## config.mk

```make
export PLATFORM = sky130hd
export DESIGN_NAME = cfvc_queue
export DESIGN_NICKNAME = d
export VERILOG_FILES = /design/src/rtl/cfvc_pkg.sv /design/src/rtl/cfvc_queue.sv
export SDC_FILE = /design/constraint.sdc
export NUM_CORES = 1
export LEC_CHECK = 0
export ABC_AREA = 1
export BUFFER_PORTS_ARGS = -buffer_cell sky130_fd_sc_hd__buf_2
export CAP_MARGIN = 20
export CORE_MARGIN = 8
export CORE_UTILIZATION = 41
export CTS_CLUSTER_DIAMETER = 40
export CTS_CLUSTER_SIZE = 10
export DETAILED_ROUTE_END_ITERATION = 10
export PLACE_DENSITY_LB_ADDON = 0.2
export REMOVE_ABC_BUFFERS = 1
export SYNTH_ARGS = -nofsm -noshare
export SYNTH_HDL_FRONTEND = slang
export SYNTH_SLANG_ARGS = --single-unit
export TNS_END_PERCENT = 5
```

## constraint.sdc

```tcl
create_clock -name clk -period 12.08 [get_ports clk]
set_input_delay 0.604 -clock clk [delete_from_list [all_inputs] [get_ports clk]]
set_output_delay 0.604 -clock clk [all_outputs]
set_load 0.01 [all_outputs]
```

## src/rtl/cfvc_pkg.sv

```systemverilog
package cfvc_pkg;

    localparam int SLOTS_DEF         = 16;
    localparam int VEL_LIMIT_XY_DEF  = 39322;
    localparam int VEL_LIMIT_Z_DEF   = 39322;
    localparam int VEL_LIMIT_YAW_DEF = 65536;

    localparam int MODE_W     = 2;
    localparam int SLOT_W     = 4;
    localparam int POS_W      = 32;
    localparam int ANG_W      = 19;
    localparam int CMD_W      = 19;
    localparam int NCNT_W     = 5;
    localparam int GAIN_W     = 16;
    localparam int INTEG_W    = 48;
    localparam int CFG_IDX_W  = 3;
    localparam int CFG_DATA_W = 16;
    localparam int ERR_W      = POS_W + 3;
    localparam int MUL_A_W    = ERR_W + 1;
    localparam int YAW_ERR_W  = ANG_W + 1;

    localparam logic [MODE_W-1:0] MODE_NB   = 2'd0;
    localparam logic [MODE_W-1:0] MODE_OFS  = 2'd1;
    localparam logic [MODE_W-1:0] MODE_TICK = 2'd2;

    localparam logic [CFG_IDX_W-1:0] REG_OWN_SLOT = 3'd0;
    localparam logic [CFG_IDX_W-1:0] REG_KP_XY    = 3'd1;
    localparam logic [CFG_IDX_W-1:0] REG_KD_XY    = 3'd2;
    localparam logic [CFG_IDX_W-1:0] REG_KP_Z     = 3'd3;
    localparam logic [CFG_IDX_W-1:0] REG_KD_Z     = 3'd4;
    localparam logic [CFG_IDX_W-1:0] REG_KP_YAW   = 3'd5;
    localparam logic [CFG_IDX_W-1:0] REG_KI_YAW   = 3'd6;
    localparam logic [CFG_IDX_W-1:0] REG_KD_YAW   = 3'd7;

    localparam int PI_Q     = 205887;
    localparam int TWO_PI_Q = 411775;

    localparam int QDEPTH = 2;
    localparam int QPTR_W = $clog2(QDEPTH);

    typedef enum logic [1:0] {
        JOB_NB,
        JOB_OFS,
        JOB_TICK
    } job_kind_t;

    typedef struct packed {
        job_kind_t                kind;
        logic [SLOT_W-1:0]        slot;
        logic signed [POS_W-1:0]  pos_x;
        logic signed [POS_W-1:0]  pos_y;
        logic signed [POS_W-1:0]  pos_z;
        logic signed [ANG_W-1:0]  heading;
        logic signed [POS_W-1:0]  vel_x;
        logic signed [POS_W-1:0]  vel_y;
        logic signed [POS_W-1:0]  vel_z;
        logic signed [POS_W-1:0]  yaw_rate;
        logic signed [POS_W-1:0]  target_z;
        logic signed [ANG_W-1:0]  target_yaw;
    } job_t;

    typedef struct packed {
        logic empty;
        job_t head;
    } q_stat_t;

    typedef struct packed {
        logic [SLOT_W-1:0] own_slot;
        logic [GAIN_W-1:0] kp_xy;
        logic [GAIN_W-1:0] kd_xy;
        logic [GAIN_W-1:0] kp_z;
        logic [GAIN_W-1:0] kd_z;
        logic [GAIN_W-1:0] kp_yaw;
        logic [GAIN_W-1:0] ki_yaw;
        logic [GAIN_W-1:0] kd_yaw;
    } cfg_t;

    // drop 8 fraction bits (floor) and clamp to +-lim
    function automatic logic [CMD_W-1:0] sat_cmd(input logic signed [63:0] acc,
                                                 input logic signed [63:0] lim);
        logic signed [63:0] r;
        r = acc >>> 8;
        if (r > lim)
            r = lim;
        else if (r < -lim)
            r = -lim;
        return r[CMD_W-1:0];
    endfunction

endpackage

```

## src/rtl/cfvc_queue.sv

```systemverilog
module cfvc_queue (
    input  logic                clk,
    input  logic                rst_n,
    input  logic                push,
    input  cfvc_pkg::job_t      din,
    output logic                full,
    input  logic                pop,
    output cfvc_pkg::q_stat_t   stat
);
    import cfvc_pkg::*;

    job_t              mem_reg [QDEPTH];
    logic [QPTR_W-1:0] wr_ptr_reg, wr_ptr_next;
    logic [QPTR_W-1:0] rd_ptr_reg, rd_ptr_next;
    logic [QPTR_W:0]   cnt_reg, cnt_next;

    assign full       = cnt_reg == (QPTR_W+1)'(QDEPTH);
    assign stat.empty = cnt_reg == '0;
    assign stat.head  = mem_reg[rd_ptr_reg];

    always_comb
    begin
        wr_ptr_next = wr_ptr_reg + QPTR_W'(push);
        rd_ptr_next = rd_ptr_reg + QPTR_W'(pop);
        cnt_next    = cnt_reg + (QPTR_W+1)'(push) - (QPTR_W+1)'(pop);
    end

    always_ff @(posedge clk)
    begin
        if (push)
            mem_reg[wr_ptr_reg] <= din;
    end

    always_ff @(posedge clk or negedge rst_n)
    begin
        if (!rst_n)
        begin
            wr_ptr_reg <= '0;
            rd_ptr_reg <= '0;
            cnt_reg    <= '0;
        end
        else
        begin
            wr_ptr_reg <= wr_ptr_next;
            rd_ptr_reg <= rd_ptr_next;
            cnt_reg    <= cnt_next;
        end
    end

endmodule

```

==> out/qor.tcl <==
set qor(netlist.area_leader.share_pct) 79.8
set qor(worst-r2r-cell-count) 4
set qor(synth_area_in_compound_gates_pct) 6.65
set qor(post_cts_setup_buffer_count) 0
set qor(r2r-end) {mem_reg[0][229]}
set qor(placementRows) 86
set qor(synth.cell_area_um2) 22600
set qor(chipWidth_um) 251
set qor(avg_synthesized_cell_area_um2) 14.2
set qor(worst_reg2reg_path_startpoint) {wr_ptr_reg}
set qor(synth-seq-cells) 604
set qor(layout_min_cycle_time_ns) 3.89
set qor(numCtsBuffers) 93
set qor(drt-wirelength-per-cell_um) 18.6
set qor(count_of_fill_cells_added_during_filler_insertion) 4641
set qor(worst_setup_path_end_kind) {output pin}
set qor(clockBufferDepth) 3
set qor(post_synth_fa_ha_maj_area_fraction_pct) 0.222
set qor(critPathRequiredTime_ns) 11.48
set qor(powerDensity_nw_per_um2) 256
set qor(dpl.hpwl_um) 38700
set qor(holdPathEnd) {mem_reg[0][187]}
set qor(worstPathMaxFanout) 253
set qor(p_leak_nw) 12.4
set qor(critPathLaunchType) {flop}
set qor(via_count) 13900
set qor(worstMarginPinSlew_ns) 1.17
set qor(gr-max-usage-layer) {met2}
set qor(cts_max_level) 3
set qor(detail_route.iter0.violations) 854
set qor(fin_nets) 2541
set qor(chipHeight_um) 251
set qor(yosys.cell_types.count) 14
set qor(timing.setup.critical_path_class) {flop to output pin}
set qor(drc_errors) 0
set qor(worst_slew_margin_rel_pct) 22.1
set qor(setup_slack_of_the_most_critical_reg_to_reg_path_ns) 8.98
set qor(grt_use_total_pct) 17.2
set qor(hold_path_depth) 1
set qor(area_fraction_in_and_or_nand_and_nor_cells_after_synthesis_pct) 5.13
set qor(ctsRootBufferMaster) {sky130_fd_sc_hd__clkbuf_16}
set qor(ant_nets) 0
set qor(p_clk_share_pct) 34.9
set qor(tritoncts_num_sinks) 604
set qor(intPower_mw) 5.09
set qor(slew_violations) 0
set qor(grt_first_pass_wirelength_um) 82700
set qor(areaGrowthSynthToFinish_pct) 29.3
set qor(layout.cells.most_common) {sky130_fd_sc_hd__buf_2}
set qor(proportion_of_power_drawn_by_flip_flops_and_latches_pct) 39.0
set qor(effective_utilization_at_floorplan_pct) 41.2
set qor(hold_viol) 0
set qor(crit_path_max_delay_cell_type) {sky130_fd_sc_hd__dfrtp_4}
set qor(met2_usage_pct) 30.0
set qor(achievable-frequency_ghz) 0.257
set qor(mux_cell_area_share_after_synthesis_pct) 0
set qor(design.die.area_um2) 62800
set qor(worst_hold_path_type) {input port to flop}
set qor(detail_route.first_pass.iterations) 5
set qor(synth_top_family_by_area) {buffers and inverters}
set qor(fin_util_pct) 53.3
set qor(cts_repair_resize_count) 0
set qor(hold-worst-slack_ns) 0.177
set qor(reg_area_um2) 18100
set qor(proportion_of_layout_cells_with_a_drive_suffix_above_1_pct) 33.0
set qor(route.detailed.vias_per_inst) 4.59
set qor(period_share_pct) 32.2
set qor(place.port_buffers) 605
set qor(top_level_ports) 606
set qor(gp_routability_congestion) 0.781
set qor(globalRouteMet1Util_pct) 18.2
set qor(run_status) {finished clean}
set qor(synth_cells) 1591
set qor(synth_xor_area_share_pct) 0.0388
set qor(most-common-layout-cells) {sky130_fd_sc_hd__buf_2 (605), sky130_fd_sc_hd__edfxtp_1 (600), sky130_fd_sc_hd__inv_1 (307)}
set qor(yosysSeqAreaShare_pct) 80.2
set qor(crit_path_cell_trace) {buf_12 -> o21ai_0 -> buf_2}
set qor(first_global_vias) 14100
set qor(fin_worst_skew_ns) 0.0178
set qor(finalSetupViolCount) 0
set qor(rsz0062_at_grt) {no}
set qor(area_occupied_by_multi_input_gates_um2) 2740
set qor(holdCritStartpoint) {din[187]}
set qor(tritoncts) {done}
set qor(setup-tns-final_ns) 0
set qor(drt_wl_total_um) 56200
set qor(grt_start_max_net_pins) 257
set qor(netSwitchingFraction_pct) 32.0
set qor(postCtsHoldBufs) 1
set qor(max_ffs_per_register) 600
set qor(reported_net_switching_power_mw) 2.40
set qor(grt_overflow) 0
set qor(clkTransAtPathRegs_ns) 0.05
set qor(share_comb_of_total_power_pct) 26.1
set qor(synth.area.top_cells) {sky130_fd_sc_hd__edfxtp_1 (80%), sky130_fd_sc_hd__inv_1 (5.1%), sky130_fd_sc_hd__nand2_1 (5.1%), sky130_fd_sc_hd__o21ai_1 (3.3%), sky130_fd_sc_hd__o21ai_0 (3.3%)}
set qor(largest_incremental_delay_on_the_critical_path_ns) 1.04
set qor(grt_antenna_before_repair) 28
set qor(clk_latency_ns) 0.61
set qor(p_total_mw) 7.49
set qor(synth.largest_area_cell) {sky130_fd_sc_hd__edfxtp_1}
set qor(core_region_area_um2) 54800
set qor(timing.critical_path.arrival_ns) 3.28
set qor(synth_warnings) 0
set qor(groute.layer.met3.usage_pct) 7.13
set qor(vdd_drop_max_uv) 206
set qor(drv_cap) 0
metal layers:
metal | up-vias | wire length, um
met5 | - | 138
met3 | 105 | 5250
met2 | 465 | 29300
met1 | 6577 | 20000
li1 | 6722 | -
met4 | 20 | 1460
how the worst max path moves through the flow:
| stage | slack, ns | start | depth (start not counted) | end |
|---|---|---|---|---|
| 2_1_floorplan | 1.36 | rd_ptr_reg | 1 | stat[100] |
| 3_3_place_gp | 8.66 | push | 4 | mem_reg[1][227] |
| 3_5_place_dp | 8.67 | push | 4 | mem_reg[1][212] |
| 4_1_cts | 8.25 | rd_ptr_reg | 3 | stat[114] |
| 5_1_grt | 7.95 | rd_ptr_reg | 3 | stat[114] |
| 6_report | 8.19 | rd_ptr_reg | 3 | stat[171] |
Yosys cell counts (all sizes together):
cell type	count
buf	66
nand3	1
edfxtp	600
xor2	1
ha	4
inv	307
nand2	305
o21ai	300
nor2	2
dfrtp	4
clkbuf	1
cell families (layout without fill, tap and decap cells):
| kind of cell | Yosys count | count (layout) |
|---|---|---|
| DFF | 604 | 604 |
| other | 0 | 18 |
| adders and majority gates | 4 | 4 |
| xor gates and xnor gates | 1 | 1 |
| buffers and inverters | 374 | 1087 |
| AOI/OAI and AO/OA | 300 | 300 |
| and+or+nand+nor | 308 | 308 |
per-stage QoR:
step	instances	instance area, um^2	setup slack, ns
finish	3026	29200	8.19
global route	3019	29200	7.95
CTS	3008	29100	8.25
detailed placement	2841	26000	8.67
global placement	2841	26000	8.66
floorplan	1524	22000	1.36
critical path: cells and delay by family, from the launching register on:
| kind | cells | cell delay (ns) |
|---|---|---|
| compound gates | 1 | 0.38 |
| flops | 1 | 1.04 |
| buf+inv | 2 | 0.93 |
power groups by stage:
stage	clock, mW	sequential [mW]	combinational, mW
finish	2.62	2.92	1.95
global route	2.76	2.96	2.16
CTS	2.67	2.92	2.01
detailed placement	0	2.96	2.00
floorplan	0	3.21	1.13
global placement	0	2.94	1.99
area by class of cell:
| type | count | share of cell area [%] |
|---|---|---|
| flip-flops and latches | 604 | 62.1 |
| multi-input cells | 613 | 9.40 |
| clock inverters | 65 | 2.47 |
| well taps | 704 | 3.02 |
| diodes | 18 | 0.154 |
| inverters | 307 | 3.95 |
| repair buffers | 614 | 10.8 |
| clock buffers | 101 | 8.15 |
No activity file was read; power rests on OpenSTA's default activity.
